### src/rtl/core/uart_rf_pkg.sv
// ----------------------------------------------------------------------------
// UART register file package
// Shared types, register codes and the interrupt identification function.
// ----------------------------------------------------------------------------
package uart_rf_pkg;

  typedef enum logic [1:0] {
    OP_READ  = 2'd0,
    OP_WRITE = 2'd1,
    OP_RX    = 2'd2,
    OP_IDLE  = 2'd3
  } op_e;

  typedef enum logic [2:0] {
    REG_DATA = 3'd0,
    REG_IER  = 3'd1,
    REG_IIR  = 3'd2,
    REG_LCR  = 3'd3,
    REG_MCR  = 3'd4,
    REG_LSR  = 3'd5,
    REG_MSR  = 3'd6,
    REG_SCR  = 3'd7
  } reg_e;

  localparam logic [7:0] LSR_RESET    = 8'h60;
  localparam logic [7:0] LSR_TX_EMPTY = 8'h60;
  localparam logic [7:0] IIR_RESET    = 8'h01;
  localparam logic [7:0] IIR_NONE     = 8'hC1;
  localparam logic [7:0] IIR_THRE     = 8'hC2;
  localparam logic [7:0] IIR_RXDATA   = 8'hC4;
  localparam logic [7:0] MSR_FIXED    = 8'h30;
  localparam int unsigned DLAB_BIT    = 7;
  localparam int unsigned FCR_RX_CLR  = 1;
  localparam int unsigned FCR_TX_CLR  = 2;
  localparam int unsigned LSR_DR      = 0;
  localparam int unsigned LSR_TX_RDY  = 5;
  localparam int unsigned IER_RX      = 0;
  localparam int unsigned IER_THRE    = 1;

  typedef struct packed {
    logic [7:0] read_data;
    logic       pop;
    logic       tx_valid;
    logic [7:0] tx_byte;
    logic       rx_dropped;
    logic [4:0] rx_space;
  } result_t;

  function automatic logic [7:0] iir_calc(logic [3:0] ier, logic [7:0] lsr);
    logic [7:0] v;
    v = IIR_NONE;
    if (ier[IER_THRE] && lsr[LSR_TX_RDY]) v = IIR_THRE;
    if (ier[IER_RX] && lsr[LSR_DR]) v = IIR_RXDATA;
    return v;
  endfunction

endpackage

### src/rtl/core/uart_rf_rx_mem.sv
// ----------------------------------------------------------------------------
// UART receive FIFO storage
// Single-port-write, single-port-read synchronous memory with registered read.
// ----------------------------------------------------------------------------
module uart_rf_rx_mem #(
  parameter int unsigned DEPTH = 16,
  parameter int unsigned AW    = 4
) (
  input  logic          clk_i,
  input  logic          we_i,
  input  logic [AW-1:0] waddr_i,
  input  logic [7:0]    wdata_i,
  input  logic          re_i,
  input  logic [AW-1:0] raddr_i,
  output logic [7:0]    rdata_o
);

  logic [7:0] mem_q [DEPTH];
  logic [7:0] rdata_q;

  always_ff @(posedge clk_i) begin
    if (we_i) begin
      mem_q[waddr_i] <= wdata_i;
    end
    if (re_i) begin
      rdata_q <= mem_q[raddr_i];
    end
  end

  assign rdata_o = rdata_q;

endmodule

### src/rtl/core/uart_rf_regs.sv
// ----------------------------------------------------------------------------
// UART register file control
// Holds UART regs and FIFO pointers; commits one beat per accepted cycle.
// ----------------------------------------------------------------------------
module uart_rf_regs
  import uart_rf_pkg::*;
#(
  parameter int unsigned DEPTH = 16,
  parameter int unsigned PW    = 4,
  parameter int unsigned CW    = 5
) (
  input  logic          clk_i,
  input  logic          rst_ni,
  input  logic          accept_i,
  input  logic [1:0]    op_i,
  input  logic [2:0]    reg_sel_i,
  input  logic [7:0]    write_data_i,
  input  logic [7:0]    rx_byte_i,
  output logic          mem_we_o,
  output logic [PW-1:0] mem_waddr_o,
  output logic [7:0]    mem_wdata_o,
  output logic          mem_re_o,
  output logic [PW-1:0] mem_raddr_o,
  output result_t       result_o
);

  localparam int unsigned SW = (CW > 5) ? CW : 5;

  logic [PW-1:0] head_q, head_d, tail_q, tail_d;
  logic [CW-1:0] count_q, count_d;
  logic [7:0]    lsr_q, lsr_d, iir_q, iir_d;
  logic [3:0]    ier_q, ier_d;
  logic [7:0]    lcr_q, lcr_d, mcr_q, mcr_d, scr_q, scr_d;
  logic [7:0]    dll_q, dll_d, dlm_q, dlm_d;
  logic          recalc, push, pop, full, empty, dlab;
  logic [SW-1:0] space;
  op_e           op;
  reg_e          ridx;

  function automatic logic [PW-1:0] next_ptr(logic [PW-1:0] p);
    return (p == PW'(DEPTH - 1)) ? '0 : p + 1'b1;
  endfunction

  assign op    = op_e'(op_i);
  assign ridx  = reg_e'(reg_sel_i);
  assign full  = (count_q == CW'(DEPTH));
  assign empty = (count_q == '0);
  assign dlab  = lcr_q[DLAB_BIT];

  always_comb begin
    head_d   = head_q;
    tail_d   = tail_q;
    count_d  = count_q;
    lsr_d    = lsr_q;
    ier_d    = ier_q;
    lcr_d    = lcr_q;
    mcr_d    = mcr_q;
    scr_d    = scr_q;
    dll_d    = dll_q;
    dlm_d    = dlm_q;
    recalc   = 1'b0;
    push     = 1'b0;
    pop      = 1'b0;
    result_o = '0;

    unique case (op)
      OP_READ: begin
        if (dlab && ridx == REG_DATA) begin
          result_o.read_data = dll_q;
        end else if (dlab && ridx == REG_IER) begin
          result_o.read_data = dlm_q;
        end else begin
          unique case (ridx)
            REG_DATA: begin
              if (!empty) begin
                pop     = 1'b1;
                head_d  = next_ptr(head_q);
                count_d = count_q - 1'b1;
                if (count_q == CW'(1)) lsr_d[LSR_DR] = 1'b0;
                recalc  = 1'b1;
              end
            end
            REG_IER: result_o.read_data = {4'b0, ier_q};
            REG_IIR: result_o.read_data = iir_q;
            REG_LCR: result_o.read_data = lcr_q;
            REG_MCR: result_o.read_data = mcr_q;
            REG_LSR: result_o.read_data = lsr_q;
            REG_MSR: result_o.read_data = MSR_FIXED;
            default: result_o.read_data = scr_q;
          endcase
        end
      end
      OP_WRITE: begin
        if (dlab && ridx == REG_DATA) begin
          dll_d = write_data_i;
        end else if (dlab && ridx == REG_IER) begin
          dlm_d = write_data_i;
        end else begin
          unique case (ridx)
            REG_DATA: begin
              result_o.tx_valid = 1'b1;
              result_o.tx_byte  = write_data_i;
              lsr_d             = lsr_q | LSR_TX_EMPTY;
              recalc            = 1'b1;
            end
            REG_IER: begin
              ier_d  = write_data_i[3:0];
              recalc = 1'b1;
            end
            REG_IIR: begin
              if (write_data_i[FCR_RX_CLR]) begin
                head_d        = '0;
                tail_d        = '0;
                count_d       = '0;
                lsr_d[LSR_DR] = 1'b0;
              end
              if (write_data_i[FCR_TX_CLR]) lsr_d = lsr_d | LSR_TX_EMPTY;
            end
            REG_LCR: lcr_d = write_data_i;
            REG_MCR: mcr_d = write_data_i;
            REG_SCR: scr_d = write_data_i;
            default: ;
          endcase
        end
      end
      OP_RX: begin
        if (full) begin
          result_o.rx_dropped = 1'b1;
        end else begin
          push          = 1'b1;
          tail_d        = next_ptr(tail_q);
          count_d       = count_q + 1'b1;
          lsr_d[LSR_DR] = 1'b1;
          recalc        = 1'b1;
        end
      end
      default: ;
    endcase

    iir_d             = recalc ? iir_calc(ier_d, lsr_d) : iir_q;
    space             = SW'(DEPTH) - SW'(count_d);
    result_o.rx_space = space[4:0];
    result_o.pop      = pop;
  end

  assign mem_we_o    = accept_i && push;
  assign mem_waddr_o = tail_q;
  assign mem_wdata_o = rx_byte_i;
  assign mem_re_o    = accept_i && pop;
  assign mem_raddr_o = head_q;

  always_ff @(posedge clk_i or negedge rst_ni) begin
    if (!rst_ni) begin
      head_q  <= '0;
      tail_q  <= '0;
      count_q <= '0;
      lsr_q   <= LSR_RESET;
      iir_q   <= IIR_RESET;
      ier_q   <= '0;
      lcr_q   <= '0;
      mcr_q   <= '0;
      scr_q   <= '0;
      dll_q   <= '0;
      dlm_q   <= '0;
    end else if (accept_i) begin
      head_q  <= head_d;
      tail_q  <= tail_d;
      count_q <= count_d;
      lsr_q   <= lsr_d;
      iir_q   <= iir_d;
      ier_q   <= ier_d;
      lcr_q   <= lcr_d;
      mcr_q   <= mcr_d;
      scr_q   <= scr_d;
      dll_q   <= dll_d;
      dlm_q   <= dlm_d;
    end
  end

endmodule

### src/rtl/core/uart_register_file_rx_fifo_unit.sv
// ----------------------------------------------------------------------------
// UART register file with receive FIFO
// Bus reads, bus writes and received bytes enter as beats; each gives one beat.
// ----------------------------------------------------------------------------
// A result beat is presented in the cycle after its input beat is accepted.
// Throughput: one beat per cycle unless m_axis_tready stalls a held result; the
// output register and the registered FIFO read port are the only stage.
// Reset clears the UART registers, FIFO pointers and output valid flag at once,
// not the output data or FIFO storage; storage is never read before written.
module uart_register_file_rx_fifo_unit
  import uart_rf_pkg::*;
#(
  parameter int unsigned RX_FIFO_DEPTH = 16
) (
  input  logic        clk_i,
  input  logic        rst_ni,
  input  logic        s_axis_tvalid,
  output logic        s_axis_tready,
  // reg_sel[2:0], write_data[10:3], rx_byte[18:11], zero[23:19]
  input  logic [23:0] s_axis_tdata,
  // op[1:0]
  input  logic [1:0]  s_axis_tuser,
  output logic        m_axis_tvalid,
  input  logic        m_axis_tready,
  // read_data[7:0], tx_valid[8], tx_byte[16:9], rx_dropped[17], rx_space[22:18],
  // zero[23]
  output logic [23:0] m_axis_tdata
);

  localparam int unsigned PW = $clog2(RX_FIFO_DEPTH);
  localparam int unsigned CW = $clog2(RX_FIFO_DEPTH + 1);

  logic          accept;
  logic          out_valid_q;
  result_t       result, result_q;
  logic          mem_we, mem_re;
  logic [PW-1:0] mem_waddr, mem_raddr;
  logic [7:0]    mem_wdata, mem_rdata, read_data;

  assign s_axis_tready = !out_valid_q || m_axis_tready;
  assign accept        = s_axis_tvalid && s_axis_tready;

  uart_rf_regs #(
    .DEPTH(RX_FIFO_DEPTH),
    .PW   (PW),
    .CW   (CW)
  ) u_regs (
    .clk_i       (clk_i),
    .rst_ni      (rst_ni),
    .accept_i    (accept),
    .op_i        (s_axis_tuser),
    .reg_sel_i   (s_axis_tdata[2:0]),
    .write_data_i(s_axis_tdata[10:3]),
    .rx_byte_i   (s_axis_tdata[18:11]),
    .mem_we_o    (mem_we),
    .mem_waddr_o (mem_waddr),
    .mem_wdata_o (mem_wdata),
    .mem_re_o    (mem_re),
    .mem_raddr_o (mem_raddr),
    .result_o    (result)
  );

  uart_rf_rx_mem #(
    .DEPTH(RX_FIFO_DEPTH),
    .AW   (PW)
  ) u_rx_mem (
    .clk_i  (clk_i),
    .we_i   (mem_we),
    .waddr_i(mem_waddr),
    .wdata_i(mem_wdata),
    .re_i   (mem_re),
    .raddr_i(mem_raddr),
    .rdata_o(mem_rdata)
  );

  always_ff @(posedge clk_i or negedge rst_ni) begin
    if (!rst_ni) begin
      out_valid_q <= 1'b0;
    end else if (accept) begin
      out_valid_q <= 1'b1;
    end else if (m_axis_tready) begin
      out_valid_q <= 1'b0;
    end
  end

  always_ff @(posedge clk_i) begin
    if (accept) begin
      result_q <= result;
    end
  end

  assign read_data     = result_q.pop ? mem_rdata : result_q.read_data;
  assign m_axis_tvalid = out_valid_q;
  assign m_axis_tdata  = {1'b0, result_q.rx_space, result_q.rx_dropped,
                          result_q.tx_byte, result_q.tx_valid, read_data};

endmodule

### config.mk
export PLATFORM = sky130hd
export DESIGN_NAME = uart_register_file_rx_fifo_unit
export DESIGN_NICKNAME = d
export VERILOG_FILES = /design/src/rtl/core/uart_rf_pkg.sv /design/src/rtl/core/uart_rf_rx_mem.sv /design/src/rtl/core/uart_rf_regs.sv /design/src/rtl/core/uart_register_file_rx_fifo_unit.sv
export SDC_FILE = /design/constraint.sdc
export NUM_CORES = 1
export LEC_CHECK = 0
export BUFFER_PORTS_ARGS = -buffer_cell sky130_fd_sc_hd__clkbuf_2
export CORE_MARGIN = 2
export CORE_UTILIZATION = 60
export DETAILED_ROUTE_END_ITERATION = 8
export GPL_TIMING_DRIVEN = 0
export MAX_ROUTING_LAYER = met4
export PLACE_DENSITY = 0.79
export SETUP_SLACK_MARGIN = 0.2
export SLEW_MARGIN = 10
export SYNTH_ARGS = -nofsm -noshare
export SYNTH_HDL_FRONTEND = slang
export SYNTH_SLANG_ARGS = --single-unit
### constraint.sdc
create_clock -name clk_i -period 3.81 [get_ports clk_i]
set_input_delay 0.381 -clock clk_i [delete_from_list [all_inputs] [get_ports clk_i]]
set_output_delay 0.381 -clock clk_i [all_outputs]
set_load 0.02 [all_outputs]
After elaboration in Yosys (flattened, before gate mapping)
Memories as Yosys holds them, arrays and structs flattened. A register that Yosys moved wholly into a read port is not among the register bits.
Index checks and enable logic that the tools add are counted.
{"block": "op_classes", "addsub": 5, "n_eq_ne": 23, "mux": 63, "n_bitwise": 4, "reduce_logical": 29}
{"operator": "8-bit one-hot mux with 7 select lines", "n": 1}
{"operator": "5-bit two-way mux", "n": 10}
{"operator": "4-bit two-way mux", "n": 11}
{"operator": "8-bit two-way mux", "n": 3}
{"operator": "1-bit two-way mux", "n": 22}
{"operator": "5-bit AND reduction", "n": 4}
{"operator": "2-bit != test (second input constant)", "n": 9}
{"operator": "4-bit one-hot mux with 2 select lines", "n": 2}
{"operator": "5-bit one-hot mux with 3 select lines", "n": 1}
{"operator": "7-bit one-hot mux with 2 select lines", "n": 1}
{"operator": "3-bit == test (second input constant)", "n": 4}
{"operator": "6-bit two-way mux", "n": 2}
{"operator": "2-bit two-way mux", "n": 5}
{"operator": "10-bit AND reduction", "n": 1}
{"operator": "9-bit two-way mux", "n": 1}
{"operator": "4-bit by 1-bit adder with 4-bit output (second input constant)", "n": 2}
{"operator": "4-bit == test (second input constant)", "n": 2}
{"operator": "2-bit nonzero test", "n": 4}
{"operator": "1-bit logical AND", "n": 7}
{"operator": "7-bit two-way mux", "n": 1}
{"operator": "7-bit AND reduction", "n": 1}
{"operator": "3-bit by 2-bit == test with 1-bit output (second input constant)", "n": 2}
{"operator": "1-bit one-hot mux with 3 select lines", "n": 2}
{"operator": "6-bit AND reduction", "n": 1}
{"operator": "22 further kinds", "n": 25}
{"block": "totals", "ff_bits": 93, "ramBits": 128, "input_bits": 30, "out_inout_bits": 26, "word_cells": 145, "mem_count": 1}
{"memory": "u_rx_mem.mem_q", "depth": 16, "width": 8, "read_ports": 1, "rd_ports_with_merged_regs": 1, "wr": 1, "line": "uart_rf_rx_mem.sv:18", "text": "logic [7:0] mem_q [DEPTH];"}

Depth between registers and ports, before layout
{"block": "logic_depth", "depth_word": 9, "ltp_mapped": 11, "ltp_nobuf": 11}

By module
From an unflattened synthesis, not the netlist that was laid out.
{"block": "unflattened", "hier_cells": 670, "area_unflattened_um2": 10114.7}
{"module": "uart_rf_rx_mem", "n_inst": 1, "cells_per_inst": 229, "area_per_inst_um2": 5227.5, "seq_area_each_um2": 4083.9}
{"module": "uart_rf_regs", "n_inst": 1, "cells_per_inst": 387, "area_per_inst_um2": 3867.5, "seq_area_each_um2": 1605.3}
{"module": "uart_register_file_rx_fifo_unit", "n_inst": 1, "cells_per_inst": 54, "area_per_inst_um2": 1019.7, "seq_area_each_um2": 745.7}

Worst setup path after synthesis
No wires, ideal clock.
{"block": "synth_timing", "path_type": "register -> register", "from": "register out_valid_q (netlist: m_axis_tvalid)", "to": "memory u_rx_mem.mem_q[7][0], enable pin", "setup_time_ps": 332, "t_arrival_ps": 2343, "t_required_ps": 3478, "setup_slack_ps": 1135, "path_stages_with_launch": 7, "path_buffers": 0, "period_less_slack_ps": 2675, "path_cell_list": "dfrtp_1 > nand2b_1 > nand2_1 > inv_1 > nand2_1 > nor3b_1 > and2_1"}
{"block": "synth_via", "elab_chain_len": 6}
{"element": "start: declaration", "line": "uart_register_file_rx_fifo_unit.sv:34", "text": "logic out_valid_q;"}
{"element": "start signal: assignment", "line": "uart_register_file_rx_fifo_unit.sv:78", "text": "out_valid_q <= 1'b0;"}
{"element": "start signal: assignment", "line": "uart_register_file_rx_fifo_unit.sv:80", "text": "out_valid_q <= 1'b1;"}
{"element": "start signal: assignment", "line": "uart_register_file_rx_fifo_unit.sv:82", "text": "out_valid_q <= 1'b0;"}
{"element": "1-bit zero test", "line": "uart_register_file_rx_fifo_unit.sv:40", "text": "assign s_axis_tready = !out_valid_q || m_axis_tready;"}
{"element": "1-bit logical OR", "line": "uart_register_file_rx_fifo_unit.sv:40"}
{"element": "via s_axis_tready", "line": "uart_register_file_rx_fifo_unit.sv:18", "text": "output logic s_axis_tready,"}
{"element": "1-bit logical AND", "line": "uart_register_file_rx_fifo_unit.sv:41", "text": "assign accept = s_axis_tvalid && s_axis_tready;"}
{"element": "via accept", "line": "uart_register_file_rx_fifo_unit.sv:33", "text": "logic accept;"}
{"element": "1-bit logical AND", "line": "uart_rf_regs.sv:146", "text": "assign mem_we_o = accept_i && push;"}
{"element": "1-bit two-way mux", "line": "uart_rf_rx_mem.sv:22", "text": "if (we_i) begin"}
{"element": "1-bit two-way mux (implied by the code)", "line": "uart_rf_rx_mem.sv:23", "text": "mem_q[waddr_i] <= wdata_i;"}
{"element": "end: declaration", "line": "uart_rf_rx_mem.sv:18"}
The timed path passes the listed nets, and every way through them passes these cells.

Worst setup path after layout
{"block": "layout_timing", "from": "register u_regs.count_q[0]", "to": "memory u_rx_mem.mem_q[4][1], enable pin"}
{"block": "layout_via", "elab_chain_len": 6}
{"element": "start: declaration", "line": "uart_rf_regs.sv:30", "text": "logic [CW-1:0] count_q, count_d;"}
{"element": "start signal: assignment", "line": "uart_rf_regs.sv:168", "text": "count_q <= count_d;"}
{"element": "5-bit == test", "line": "uart_rf_regs.sv:46", "text": "assign full = (count_q == CW'(DEPTH));"}
{"element": "1-bit two-way mux", "line": "uart_rf_regs.sv:127", "text": "if (full) begin"}
{"element": "1-bit two-way mux", "line": "uart_rf_regs.sv:66", "text": "unique case (op)"}
{"element": "1-bit logical AND", "line": "uart_rf_regs.sv:146"}
{"element": "1-bit two-way mux", "line": "uart_rf_rx_mem.sv:22"}
{"element": "1-bit two-way mux (implied by the code)", "line": "uart_rf_rx_mem.sv:23"}
No other way between the ends.

==> flow_results.xml <==
<?xml version="1.0" encoding="UTF-8"?>
<metrics>
  <group name="status">
    <metric name="outcome" unit="">complete, no violations</metric>
  </group>
  <group name="floorplanning">
    <metric name="die_area" unit="sq mm">0.0177</metric>
    <metric name="placeableCoreArea" unit="sq mm">0.0164</metric>
    <metric name="row_count" unit="">47</metric>
    <metric name="fp.dieW" unit="um">133</metric>
    <metric name="die-height" unit="um">133</metric>
    <metric name="pin_count" unit="">56</metric>
    <metric name="start_util" unit="%">60.7</metric>
  </group>
  <group name="placement">
    <metric name="count_of_buffers_from_port_buffering" unit="">49</metric>
    <metric name="placement.cell_area" unit="sq mm">0.0105</metric>
    <metric name="dpl.hpwl" unit="um">15600</metric>
    <metric name="routabilityCongestion" unit="">0.881</metric>
  </group>
  <group name="drt">
    <metric name="detail_route.vias_per_cell" unit="">6.23</metric>
    <metric name="num_vias" unit="">6306</metric>
    <metric name="final_antenna_net_count" unit="">0</metric>
    <metric name="drt_first_pass_iters" unit="">5</metric>
    <metric name="drcViolationCount" unit="">0</metric>
    <metric name="post_drt_wl_per_cell" unit="um">22.8</metric>
    <metric name="route.final.wire_length" unit="um">23100</metric>
    <metric name="initialDrtViolationCount" unit="">738</metric>
  </group>
  <group name="power">
    <metric name="total_power" unit="mW">6.02</metric>
    <metric name="peakVddDrop" unit="mV">0.372</metric>
    <metric name="power_density_over_the_cells" unit="mW/mm^2">537</metric>
    <metric name="power.leakage" unit="nW">4.24</metric>
  </group>
  <group name="layout">
    <metric name="nets" unit="">818</metric>
    <metric name="area.growth.synth_to_final" unit="%">12.5</metric>
    <metric name="area_taken_by_multi_input_logic_gates" unit="sq mm">0.00323</metric>
    <metric name="design_area" unit="sq mm">0.0112</metric>
    <metric name="drive_above_1_share" unit="%">25.3</metric>
    <metric name="sequential_cell_area" unit="sq mm">0.00643</metric>
    <metric name="antenna_cells" unit="">0</metric>
    <metric name="n_fill_cell" unit="">1138</metric>
  </group>
  <group name="setup_path">
    <metric name="critPathLaunch" unit="">u_regs.count_q[0]</metric>
    <metric name="critPathMaxFanout" unit="">8</metric>
    <metric name="crit_required" unit="ns">3.98</metric>
    <metric name="critPathLaunchType" unit="">flop</metric>
    <metric name="ff2ff_path_depth" unit="">7</metric>
    <metric name="crit_arrival" unit="ns">3.38</metric>
    <metric name="crit_type" unit="">flop to flop</metric>
    <metric name="critical_path.endpoint_type" unit="">flop</metric>
    <metric name="critical_path.reg2reg.startpoint" unit="">u_regs.count_q[0]</metric>
  </group>
  <group name="cts">
    <metric name="ctsHtreeMaxLevel" unit="">1</metric>
    <metric name="post_cts_setup_repair_buffer_count" unit="">0</metric>
    <metric name="insertion_delay" unit="ns">0.53</metric>
    <metric name="cts.sinks" unit="">225</metric>
    <metric name="clk_pin_slew" unit="ns">0.06</metric>
    <metric name="max-clock-path-buffers" unit="">3</metric>
    <metric name="tritoncts_clock_tree" unit="">built</metric>
    <metric name="cts-root-buf" unit="">clkbuf_16</metric>
    <metric name="cts_inserted_buffers" unit="">23</metric>
  </group>
  <group name="yosys">
    <metric name="ys_async_sr_fraction" unit="%">28.9</metric>
    <metric name="yosys_warnings" unit="">0</metric>
    <metric name="synthDistinctLibCells" unit="">69</metric>
    <metric name="syn-cell-area" unit="sq mm">0.00996</metric>
    <metric name="netlist_instances" unit="">702</metric>
    <metric name="area_fraction_of_the_dominant_cell_type_after_synthesis" unit="%">48.2</metric>
    <metric name="yosysSeqAreaShare" unit="%">64.6</metric>
    <metric name="mean_instance_size_in_the_synthesized_netlist" unit="sq um">14.2</metric>
    <metric name="dominantRegCellSynth" unit="">edfxtp_1</metric>
    <metric name="synth_enable_flop_cells" unit="">160</metric>
    <metric name="mappedNetlistNets" unit="">742</metric>
    <metric name="synth_top_area_cell" unit="">edfxtp_1</metric>
    <metric name="synth-seq-cells" unit="">225</metric>
    <metric name="netlist_top_cells_area" unit="">edfxtp_1, dfrtp_1, mux2_2, mux4_2, mux2i_1</metric>
  </group>
  <group name="global_route">
    <metric name="antenna_violations_before_repair" unit="">0</metric>
    <metric name="vias_in_the_first_global_route" unit="">6430</metric>
    <metric name="grt_max_degree" unit="">62</metric>
    <metric name="overflow" unit="">0</metric>
    <metric name="global_route_wire_length_before_repair" unit="um">36000</metric>
    <metric name="track_usage" unit="%">27.4</metric>
  </group>
  <group name="timing">
    <metric name="slew_viol_final" unit="">0</metric>
    <metric name="max-slew-margin-rel" unit="%">38.0</metric>
    <metric name="fmax" unit="MHz">311</metric>
    <metric name="final.min_clock_period" unit="ns">3.21</metric>
    <metric name="setup_repair_after_global_routing_missed_its_margin" unit="">no</metric>
    <metric name="timing.setup.tns" unit="ns">0</metric>
    <metric name="hold_violations" unit="">0</metric>
    <metric name="setup-violations-final" unit="">0</metric>
    <metric name="final.period_utilization" unit="%">84.3</metric>
    <metric name="fin_worst_skew" unit="ns">0.0134</metric>
    <metric name="tightestPinTransition" unit="ns">0.930</metric>
  </group>
  <group name="worst_hold_path">
    <metric name="worst_hold_startpoint" unit="">s_axis_tvalid</metric>
    <metric name="min_path_cells" unit="">2</metric>
    <metric name="hp-class" unit="">input pin to flop</metric>
  </group>
  <group name="job">
    <metric name="max_cap_check_violation_count" unit="">0</metric>
  </group>
</metrics>
## registers in the layout, summed over array words and instances, names as in the netlist
signal / flops
m_axis_tdata: 15
m_axis_tvalid: 1
result_q: 9
u_regs.count_q: 5
u_regs.dll_q: 8
u_regs.dlm_q: 8
u_regs.ier_q: 4
u_regs.iir_q: 4
u_regs.lcr_q: 8
u_regs.lsr_q: 3
u_regs.mcr_q: 8
u_regs.mem_raddr_o: 4
u_regs.mem_waddr_o: 4
u_regs.scr_q: 8
u_rx_mem.mem_q: 128
u_rx_mem.rdata_o: 8
## report_power, final
part           switching [mW]  internal (mW)  leakage (nW)
combinational           0.581          0.427          1.59
clock                   0.915           1.15         0.344
sequential              0.126           2.82          2.31
## path summary, 6_finish.rpt
kind,endpoint,slack (ns)
worst max-delay path,u_rx_mem.mem_q[4][1],0.60
worst min-delay path,m_axis_tvalid,0.07
worst max register to register,u_rx_mem.mem_q[4][1],0.60
worst min register to register,u_regs.iir_q[0],0.50
max in group asynchronous,u_regs.iir_q[0],3.05
min in group asynchronous,u_regs.count_q[1],0.23
## stage by stage
step	worst slack [ns]	hold slack (ns)	utilization [%]	std cells
floorplan	1.14	0.0854	-	702
global placement	0.434	0.473	63.9	971
detailed placement	0.248	0.229	64.1	972
CTS	0.308	0.0631	68.3	1013
global route	0.509	0.0780	68.3	1013
finish	0.597	0.0712	68.3	1013
## layer usage
layer  vias up  share of wire (%)  GRT usage [%]
li1       2822                  -              -
met1      3204                 44           39.3
met2       246                 48           42.2
met3        34                6.0           3.60
met4         0                1.6           7.41
met5         -                  0              -
## worst max-delay path, stage by stage, from the launching register on
cell and delay, ns:
dfrtp_1 0.49, inv_1 0.14, ha_1 0.27, nor4bb_1 0.18, nor2_1 0.44, nand2_1 0.28
nor3b_1 0.56, and2_1 0.49
## cell usage after synthesis (3+ instances only)
cell type / n
nor4_1: 3
nor2_1: 28
inv_1: 9
nand3_1: 11
clkbuf_1: 23
dfstp_2: 3
mux4_2: 16
mux2_2: 65
o21ai_0: 44
o31ai_1: 3
a21o_1: 3
a221oi_1: 12
buf_4: 16
nor3_1: 4
and3_1: 14
buf_1: 7
a21oi_1: 23
edfxtp_1: 160
and2_1: 13
a211oi_1: 5
dfrtp_1: 62
nor2b_1: 9
a31oi_1: 3
nand2b_1: 7
o211ai_1: 3
nand2_1: 52
ha_1: 10
xor2_1: 3
mux2i_1: 28
buf_2: 5
a22oi_1: 12
## kinds of logic (layout without fill, tap and decap cells)
logic type               after synthesis  in the layout  share of synthesized area [%]
flip-flops                           225            225                           64.6
other                                  1              1                         0.0376
AND/OR/NAND/NOR                      161            161                           8.48
AO/OA/AOI/OAI                        131            131                           8.60
XOR/XNOR                               3              3                          0.264
buffers and inverters                 62            153                           3.01
adder cells (fa/ha/maj)               10             10                           1.26
multiplexers                         109            109                           13.8
## cell type report
class                      count  share of cell area (%)
multi-input combinational    415                    28.8
buffer                        51                    2.30
tap                          220                    2.46
sequential                   225                    57.4
clock buffer                  29                    5.51
timing repair buffer          51                    2.54
clock inverter                11                   0.592
inverter                      11                   0.380
## cell usage in the layout, fill, tap and decap left out, types with 12 or more instances in the layout
| master | instances |
|---|---|
| edfxtp_1 | 160 |
| mux2_2 | 65 |
| dfrtp_1 | 62 |
| nand2_1 | 52 |
| clkbuf_2 | 48 |
| o21ai_0 | 44 |
| nor2_1 | 28 |
| mux2i_1 | 28 |
| clkbuf_1 | 27 |
| a21oi_1 | 23 |
| clkbuf_16 | 23 |
| mux4_2 | 16 |
| buf_4 | 16 |
| and3_1 | 14 |
| and2_1 | 13 |
| a221oi_1 | 12 |
| a22oi_1 | 12 |
## timing repair
item,in CTS,in global routing
hold buffers,1,0
hold endpoints to repair,62,0
resized for setup,0,0
(Power assumes the default switching activity.)
